==> src/hw/rtl/clb_pkg.sv <==
package clb_pkg;

    localparam int MAX_SIDE_CELLS = 16;
    localparam int MAX_CELLS      = 4096;
    localparam int MAX_SLOTS      = 8;
    localparam int DIMS           = 3;

    localparam int SIDE_W  = $clog2(MAX_SIDE_CELLS);
    localparam int NCELL_W = SIDE_W + 1;
    localparam int CELL_W  = $clog2(MAX_CELLS);
    localparam int SLOT_W  = $clog2(MAX_SLOTS);
    localparam int SADDR_W = CELL_W + SLOT_W;
    localparam int CAP_W   = 4;
    localparam int CNT_W   = 17;
    localparam int PIDX_W  = 16;
    localparam int POS_W   = 32;
    localparam int CFG_IDX_W = 3;
    localparam int CFG_W   = 32;
    localparam int IN_W    = 3 * POS_W;
    localparam int OUT_W   = 64;
    localparam int LIN_W   = 2 * SIDE_W;

    localparam logic [CNT_W-1:0] CNT_MAX = '1;
    localparam logic [CNT_W-1:0] NEED_RESET = CNT_W'(2);

    localparam logic CMD_CLEAR  = 1'b0;
    localparam logic CMD_INSERT = 1'b1;

    localparam logic [CFG_IDX_W-1:0] CFG_CELLS_X  = 3'd0;
    localparam logic [CFG_IDX_W-1:0] CFG_CELLS_Y  = 3'd1;
    localparam logic [CFG_IDX_W-1:0] CFG_CELLS_Z  = 3'd2;
    localparam logic [CFG_IDX_W-1:0] CFG_INV_X    = 3'd3;
    localparam logic [CFG_IDX_W-1:0] CFG_INV_Y    = 3'd4;
    localparam logic [CFG_IDX_W-1:0] CFG_INV_Z    = 3'd5;
    localparam logic [CFG_IDX_W-1:0] CFG_CAPACITY = 3'd6;

    typedef enum logic [2:0] {
        ST_CLEAR,
        ST_CLR_DONE,
        ST_IDLE,
        ST_CALC,
        ST_READ,
        ST_UPDATE
    } t_state;

    typedef enum logic [2:0] {
        CU_IDLE,
        CU_MX,
        CU_MY,
        CU_MZ,
        CU_CZ,
        CU_LIN_Y,
        CU_LIN_X,
        CU_DONE
    } t_cu_step;

    typedef struct packed {
        logic              done;
        logic [CELL_W-1:0] cell_num;
    } t_cu_res;

    typedef struct packed {
        logic [PIDX_W-1:0] point;
        logic [POS_W-1:0]  pos_x;
        logic [POS_W-1:0]  pos_y;
        logic [POS_W-1:0]  pos_z;
    } t_slot_entry;

    function automatic logic [NCELL_W-1:0] eff_cells(input logic [NCELL_W-1:0] c);
        logic [NCELL_W-1:0] r;
        r = c;
        if (c == '0) begin
            r = NCELL_W'(1);
        end else if (c > NCELL_W'(MAX_SIDE_CELLS)) begin
            r = NCELL_W'(MAX_SIDE_CELLS);
        end
        return r;
    endfunction

    function automatic logic [CAP_W-1:0] eff_capacity(input logic [CAP_W-1:0] c);
        logic [CAP_W-1:0] r;
        r = c;
        if (c == '0) begin
            r = CAP_W'(1);
        end else if (c > CAP_W'(MAX_SLOTS)) begin
            r = CAP_W'(MAX_SLOTS);
        end
        return r;
    endfunction

    // Floor of the product is the upper word; it clamps to the last cell of the axis.
    function automatic logic [SIDE_W-1:0] clamp_axis(input logic [POS_W-1:0] whole,
                                                     input logic [NCELL_W-1:0] cells,
                                                     input logic used);
        logic [NCELL_W-1:0] last;
        logic [SIDE_W-1:0]  r;
        last = cells - NCELL_W'(1);
        if (!used) begin
            r = '0;
        end else if (whole > POS_W'(last)) begin
            r = last[SIDE_W-1:0];
        end else begin
            r = whole[SIDE_W-1:0];
        end
        return r;
    endfunction

endpackage

==> src/hw/rtl/clb_cell_unit.sv <==
module clb_cell_unit (
    input  logic                           i_clk,
    input  logic                           i_rst_n,
    input  logic                           i_start,
    input  logic [clb_pkg::POS_W-1:0]      i_pos_x,
    input  logic [clb_pkg::POS_W-1:0]      i_pos_y,
    input  logic [clb_pkg::POS_W-1:0]      i_pos_z,
    input  logic [clb_pkg::POS_W-1:0]      i_inv_x,
    input  logic [clb_pkg::POS_W-1:0]      i_inv_y,
    input  logic [clb_pkg::POS_W-1:0]      i_inv_z,
    input  logic [clb_pkg::NCELL_W-1:0]    i_cells_x,
    input  logic [clb_pkg::NCELL_W-1:0]    i_cells_y,
    input  logic [clb_pkg::NCELL_W-1:0]    i_cells_z,
    output clb_pkg::t_cu_res               o_res
);

    clb_pkg::t_cu_step r_step, n_step;

    logic [clb_pkg::POS_W-1:0]    mult_a, mult_b;
    logic [2*clb_pkg::POS_W-1:0]  mult_p;
    logic [clb_pkg::POS_W-1:0]    r_hi;
    logic [clb_pkg::SIDE_W-1:0]   r_cx, r_cy, r_cz;
    logic [clb_pkg::LIN_W-1:0]    r_t;
    logic [clb_pkg::CELL_W-1:0]   r_cell;

    // The one multiplier serves the three axis scalings and both linearising steps.
    assign mult_p = {{clb_pkg::POS_W{1'b0}}, mult_a} * {{clb_pkg::POS_W{1'b0}}, mult_b};

    always_comb begin
        n_step = r_step;
        unique case (r_step)
            clb_pkg::CU_IDLE:  if (i_start) n_step = clb_pkg::CU_MX;
            clb_pkg::CU_MX:    n_step = clb_pkg::CU_MY;
            clb_pkg::CU_MY:    n_step = clb_pkg::CU_MZ;
            clb_pkg::CU_MZ:    n_step = clb_pkg::CU_CZ;
            clb_pkg::CU_CZ:    n_step = clb_pkg::CU_LIN_Y;
            clb_pkg::CU_LIN_Y: n_step = clb_pkg::CU_LIN_X;
            clb_pkg::CU_LIN_X: n_step = clb_pkg::CU_DONE;
            clb_pkg::CU_DONE:  n_step = clb_pkg::CU_IDLE;
            default:           n_step = clb_pkg::CU_IDLE;
        endcase
    end

    always_comb begin
        mult_a = '0;
        mult_b = '0;
        unique case (r_step)
            clb_pkg::CU_MX: begin
                mult_a = i_pos_x;
                mult_b = i_inv_x;
            end
            clb_pkg::CU_MY: begin
                mult_a = i_pos_y;
                mult_b = i_inv_y;
            end
            clb_pkg::CU_MZ: begin
                mult_a = i_pos_z;
                mult_b = i_inv_z;
            end
            clb_pkg::CU_LIN_Y: begin
                mult_a = clb_pkg::POS_W'(r_cz);
                mult_b = clb_pkg::POS_W'(i_cells_y);
            end
            clb_pkg::CU_LIN_X: begin
                mult_a = clb_pkg::POS_W'(r_t);
                mult_b = clb_pkg::POS_W'(i_cells_x);
            end
            default: begin
                mult_a = '0;
                mult_b = '0;
            end
        endcase
    end

    always_ff @(posedge i_clk) begin
        if (!i_rst_n) begin
            r_step <= clb_pkg::CU_IDLE;
        end else begin
            r_step <= n_step;
        end
    end

    always_ff @(posedge i_clk) begin
        case (r_step)
            clb_pkg::CU_MX: r_hi <= mult_p[2*clb_pkg::POS_W-1:clb_pkg::POS_W];
            clb_pkg::CU_MY: begin
                r_hi <= mult_p[2*clb_pkg::POS_W-1:clb_pkg::POS_W];
                r_cx <= clb_pkg::clamp_axis(r_hi, i_cells_x, clb_pkg::DIMS > 0);
            end
            clb_pkg::CU_MZ: begin
                r_hi <= mult_p[2*clb_pkg::POS_W-1:clb_pkg::POS_W];
                r_cy <= clb_pkg::clamp_axis(r_hi, i_cells_y, clb_pkg::DIMS > 1);
            end
            clb_pkg::CU_CZ:
                r_cz <= clb_pkg::clamp_axis(r_hi, i_cells_z, clb_pkg::DIMS > 2);
            clb_pkg::CU_LIN_Y:
                r_t <= mult_p[clb_pkg::LIN_W-1:0] + clb_pkg::LIN_W'(r_cy);
            clb_pkg::CU_LIN_X:
                r_cell <= mult_p[clb_pkg::CELL_W-1:0] + clb_pkg::CELL_W'(r_cx);
            default: ;
        endcase
    end

    assign o_res.done     = (r_step == clb_pkg::CU_DONE);
    assign o_res.cell_num = r_cell;

endmodule

==> config.mk <==
export PLATFORM = sky130hd
export DESIGN_NAME = clb_cell_unit
export DESIGN_NICKNAME = d
export VERILOG_FILES = /design/src/hw/rtl/clb_pkg.sv /design/src/hw/rtl/clb_cell_unit.sv
export SDC_FILE = /design/constraint.sdc
export NUM_CORES = 2
export LEC_CHECK = 0
export BUFFER_PORTS_ARGS = -buffer_cell sky130_fd_sc_hd__buf_2
export CORE_MARGIN = 5
export CORE_UTILIZATION = 58
export CTS_CLUSTER_SIZE = 12
export DETAILED_ROUTE_END_ITERATION = 7
export PLACE_DENSITY = 0.78
export SLEW_MARGIN = 20
export SYNTH_ARGS = -nofsm -noshare
export SYNTH_HDL_FRONTEND = slang
export SYNTH_SLANG_ARGS = --single-unit
==> constraint.sdc <==
create_clock -name i_clk -period 20 [get_ports i_clk]
set_input_delay 2 -clock i_clk [delete_from_list [all_inputs] [get_ports i_clk]]
set_output_delay 2 -clock i_clk [all_outputs]
set_load 0.02 [all_outputs]
* Word level (Yosys, flattened, before mapping)
Cells that the tools add are included.
Word-level totals: register bits after elaboration 67, logic and storage cells 33, output and inout port bits 13, input bits 210
Operators by class: $add $sub $neg 5, equal/unequal tests 8, order comparisons 3, reductions and logical operators 2, mux-type cells 7, multipliers 1
Operators by type and width (count):
- 32-bit case mux with 5 select lines | 2
- 32-bit by 5-bit greater-than comparator with 1-bit output | 3
- 32-bit by 32-bit multiplier with 64-bit output | 1
- 3-bit case mux with 8 select lines | 1
- 5-bit by 1-bit subtractor with 5-bit output, second input constant | 3
- 12-bit by 4-bit adder with 12-bit output | 1
- 3-bit equality test, second input constant | 4
- 4-bit two-way mux | 3
- 8-bit by 4-bit adder with 8-bit output | 1
- 3-bit by 2-bit equality test with 1-bit output, second input constant | 2
- 3-bit by 1-bit equality test with 1-bit output, second input constant | 1
- 3-bit logical NOT | 1
- 3-bit two-way mux | 1
- 3-bit OR reduction | 1
- 2-bit inequality test, second input constant | 1

* Logic depth before layout (Yosys ltp)
depth after elaboration 4, mapped depth 34, mapped depth without buffers 31

* Worst setup path before layout
OpenSTA, ideal clock, no wires.
path type in2reg, from in i_cells_y[2] (netlist name), to reg r_hi[26] (netlist name), data pin, required time 19.731 ns, stages on the path 26, arrival time 9.188 ns, setup time 0.269 ns, buffers on the path 1, setup slack 10.543 ns, path through mux2i_1 -> o21ai_0 -> a221oi_1 -> clkbuf_1 -> nor2_1 -> fa_1 -> inv_1 -> fa_1 -> fa_1 -> fa_1 -> inv_1 -> fa_1 -> fa_1 -> fa_1 -> fa_1 -> ha_1 -> a21oi_1 -> o211ai_1 -> or3_1 -> a41oi_1 -> nor4_2 -> a21oi_2 -> o31ai_4 -> a21oi_1 -> o31ai_1 -> xor2_1
On the way: longest elaborated chain between the ends 2
RTL lines:
- start: declaration | line clb_cell_unit.sv:12 | input logic [clb_pkg::NCELL_W-1:0] i_cells_y,
- 32-bit case mux with 5 select lines | line clb_cell_unit.sv:47 | unique case (r_step)
- 32-bit by 32-bit multiplier with 64-bit output | line clb_cell_unit.sv:27 | assign mult_p = {{clb_pkg::POS_W{1'b0}}, mult_a} * {{clb_pkg::POS_W{1'b0}}, mult_b};
- via mult_p (one bit) | line clb_cell_unit.sv:20 | logic [2*clb_pkg::POS_W-1:0] mult_p;
- end signal: assignment | line clb_cell_unit.sv:85 | clb_pkg::CU_MX: r_hi <= mult_p[2*clb_pkg::POS_W-1:clb_pkg::POS_W];
- end signal: assignment | line clb_cell_unit.sv:87 | r_hi <= mult_p[2*clb_pkg::POS_W-1:clb_pkg::POS_W];
- end signal: assignment | line clb_cell_unit.sv:91 | r_hi <= mult_p[2*clb_pkg::POS_W-1:clb_pkg::POS_W];
- end: declaration | line clb_cell_unit.sv:21 | logic [clb_pkg::POS_W-1:0] r_hi;
The timed path passes the listed nets, and every way through them passes these cells. A chain may end at the register's enable or synchronous reset.

* Final worst setup path
from reg r_step[1], to reg r_hi[27] (netlist name), data pin
On the way: longest elaborated chain between the ends 3, elaborated cells between the ends (all ways) 8, classes of those cells mul: 1; eq/ne: 5; mux: 2
RTL lines:
- start: declaration | line clb_cell_unit.sv:17 | clb_pkg::t_cu_step r_step, n_step;
- start signal: assignment | line clb_cell_unit.sv:77 | r_step <= clb_pkg::CU_IDLE;
- start signal: assignment | line clb_cell_unit.sv:79 | r_step <= n_step;
- 3-bit equality test, or another cell as far along | line clb_cell_unit.sv:47
- 32-bit case mux with 5 select lines | line clb_cell_unit.sv:47
- 32-bit by 32-bit multiplier with 64-bit output * | line clb_cell_unit.sv:27
- via mult_p (one bit) | line clb_cell_unit.sv:20
The timed path passes the listed nets; every way through them passes the cells marked *.

==> reports/qor.yml <==
cts:
  cts.path.max_buffers: 2
  cts_tree: "done"
  h-tree-depth: 3
  cts.sinks: 67
  cts.repair.resized: 0
  numCtsBuffers: 9
  path_clk_slew_ps: 60
  cts_setup_buffers: 0
  clock_latency_ps: 350
  root_buffer: "clkbuf_16"
  cts_hold_buffers: 0
sta:
  setup_viol: 0
  timing.slew.headroom_pct: 23.0
  slew_violations: 0
  fin_skew_ps: 11.9
  fin_tns_setup_ps: 0
  period_needed_ps: 10510
  worstMarginPinSlew_ps: 1150
  rsz0062_at_grt: "no"
  finalCritPeriodShare_pct: 52.5
  hold_violations: 0
  fmax_mhz: 95.2
logic_synthesis:
  synth_mux_area_share_pct: 1.81
  synth-compound-area-share_pct: 5.58
  synth_nets: 5615
  synth_top_area_share_pct: 49.0
  synth.largest_area_cell: "fa_1"
  netlist_instances: 4218
  synth_top_family_by_area: "adder cells"
  yosys.area_share.simple_pct: 15.5
  ys_types: 73
  avgSynthCellArea_um2: 8.69
  synth_ff_type: "edfxtp_1"
  synth_top_cells_by_area: "fa_1, ha_1, inv_1"
  ys_warn_count: 0
  yosysSeqAreaShare_pct: 5.41
  synthXorXnorAreaFrac_pct: 1.60
  synth_edf_count: 64
  ys_async_sr_fraction_pct: 0
  ys_ff_latch: 67
  synth_area_um2: 36700
  yosys.area_share.adder_pct: 58.9
floorplan:
  die_y_um: 261
  core_um2: 62900
  die_x_um: 261
  start_util_pct: 58.3
  die_area_um2: 68300
  io-pin-count: 223
  rows: 92
cells_and_area:
  areaGrowthSynthToFinish_pct: 7.40
  final_cells: 5196
  regArea_um2: 1990
  nets: 5737
  fin_area_um2: 39400
  multiInputGateArea_um2: 30900
  drive_above_1_share_pct: 10.4
  fill_cells: 5390
global_route:
  use_met3_pct: 8.88
  grt_pass1_vias: 33200
  grt_max_degree: 61
  grt_pass1_wl_um: 185000
  antenna_found_initial: 5
  met2_usage_pct: 56.7
  busiest_layer: "met2"
  grt_overflow: 0
  met1_usage_pct: 43.9
  grt_util_all_layers_pct: 35.8
power:
  peakVddDrop_v: 0.0000603
  p_leak_nw: 19.8
  power.density_nw_per_um2: 57.6
placed_design:
  postPlaceCellArea_um2: 39000
  port_buffers: 222
  placed_cells: 5175
  hpwl_um: 94600
  place_congestion: 1.00
detailed_routing:
  initialDrtViolationCount: 2885
  wirelength_um: 120000
  avgRoutedWirePerCell_um: 23.0
  ant_nets: 0
  firstDrtPassIters: 8
  vias: 30700
  via_per_inst: 5.91
  drc: 0
hold_path:
  hold_path.class: "flip-flop to flip-flop"
  min_path_cells: 1
  hold_path_end: "r_cell[0]$_DFFE_PN_"
  hp-start: "r_cx[0]$_DFFE_PN_"
critical_path:
  cp-end-kind: "flip-flop"
  cp_slowest_cell: "a221o_1"
  ff2ff_path_depth: 29
  worstSetupPathType: "flip-flop to flip-flop"
  crit_path_start: "r_step[1]$_SDFFE_PN0P_"
  reg2reg_setup_slack_ps: 9490
  critPathTopFamily: "adder cells"
  cp_max_fo: 57
  cp-start-kind: "flip-flop"
  arrival_ps: 10590
  r2r_end: "r_hi[27]$_DFFE_PP_"
  required_ps: 20090
  max_stage_delay_ps: 940
  crit_top_cell: "fa_1"
  r2r-start: "r_step[1]$_SDFFE_PN0P_"
  cp_num_buf_inv: 5
job:
  maxCapViolations: 0
status:
  status: "complete, no violations"
cells in the mapped netlist, types with 5 or more instances:
cell type    n
fa_1       898
inv_1      884
nand2_1    792
nor2_1     529
ha_1       289
clkbuf_1   172
a21oi_1    137
edfxtp_1    64
mux2_2      51
a21o_1      42
xnor2_1     42
o21ai_0     40
xor2_1      25
nand3_1     19
and2_1      17
nand4_1     14
o21a_1      12
a221oi_1    11
nand2b_1    11
nor2b_1     10
nor3_1      10
nor4_1      10
a221o_1      9
buf_2        9
mux2i_1      9
and3_1       8
buf_1        8
o21ai_1      8
a31oi_1      7
o21bai_1     6
or2_2        5
worst max-delay path by stage:
stage	to	cells past startpoint	slack [ps]
6_report	r_hi[27]$_DFFE_PP_	29	9490
5_1_grt	r_hi[31]$_DFFE_PP_	29	9230
4_1_cts	r_hi[31]$_DFFE_PP_	29	9740
3_5_place_dp	r_hi[31]$_DFFE_PP_	28	9650
3_3_place_gp	r_hi[31]$_DFFE_PP_	29	9710
2_1_floorplan	r_hi[26]$_DFFE_PP_	26	10540
per-layer routing:
layer  share of wire [%]  vias to the layer above  routed length, um
met5                   0                        -                  0
met4                 8.9                        0              10600
met3                  12                      583              14700
met2                  45                     2004              54200
met1                  34                    15400              40200
li1                    -                    12800                  -
power breakdown:
| group | switching (mW) | internal (mW) | total, mW |
|---|---|---|---|
| Clock | 0.0643 | 0.110 | 0.174 |
| Combinational | 1.19 | 0.667 | 1.86 |
| Sequential | 0.0224 | 0.208 | 0.230 |
| Total | 1.28 | 0.985 | 2.27 |
metrics by stage:
step           hold WS, ps  worst slack (ps)  total power [mW]  util [%]
3_3_place_gp           541              9710              2.00      62.1
2_1_floorplan          526             10540              1.45         -
6_report               578              9490              2.27      62.6
3_5_place_dp           553              9650              2.03      62.1
5_1_grt                606              9230              2.45      62.6
4_1_cts                579              9740              2.22      62.6
kinds of logic (layout without fill, tap and decap cells):
kind of cell    Yosys count  after routing
other cells               0              5
buf+inv                1080           1207
xor+xnor                 67             67
simple gates           1440           1440
fa+ha+maj              1187           1187
mux                      60             60
flops                    67             67
compound gates          317            317
flip-flops by register name (all words and copies together), names as in the netlist:
register and count:
r_cy 4, r_hi 32, r_cx 4, r_step 3
r_t 8, r_cell 12, r_cz 4
cell type report:
| class | count | share of cell area (%) |
|---|---|---|
| Inverter | 885 | 8.44 |
| Clock buffer | 9 | 0.572 |
| Tap cell | 846 | 2.69 |
| Antenna cell | 5 | 0.0318 |
| Multi-Input combinational cell | 3071 | 78.5 |
| Timing Repair Buffer | 306 | 4.42 |
| Clock inverter | 7 | 0.254 |
| Sequential cell | 67 | 5.06 |
cell usage in the layout (no fill, tap or decap), drive strengths merged, types with 4 or more instances in the layout:
cell | Yosys | routed
mux2 | 51 | 51
nand2 | 793 | 793
xnor2 | 42 | 42
nor2 | 530 | 530
nand3 | 19 | 19
o21ai | 49 | 49
o21a | 12 | 12
xor2 | 25 | 25
mux2i | 9 | 9
a221oi | 12 | 12
nor4 | 11 | 11
a21o | 43 | 43
a22oi | 4 | 4
a21boi | 4 | 4
ha | 289 | 289
clkbuf | 174 | 9
inv | 885 | 886
edfxtp | 64 | 64
and2 | 19 | 19
nand2b | 11 | 11
and3 | 8 | 8
nor2b | 10 | 10
nand4 | 14 | 14
o21bai | 6 | 6
nor3 | 11 | 11
clkinv | 0 | 4
fa | 898 | 898
or2 | 5 | 5
diode | 0 | 5
a31oi | 9 | 9
o31ai | 4 | 4
a221o | 10 | 10
a211oi | 5 | 5
a21oi | 140 | 140
buf | 21 | 306
(Power assumes the default switching activity.)
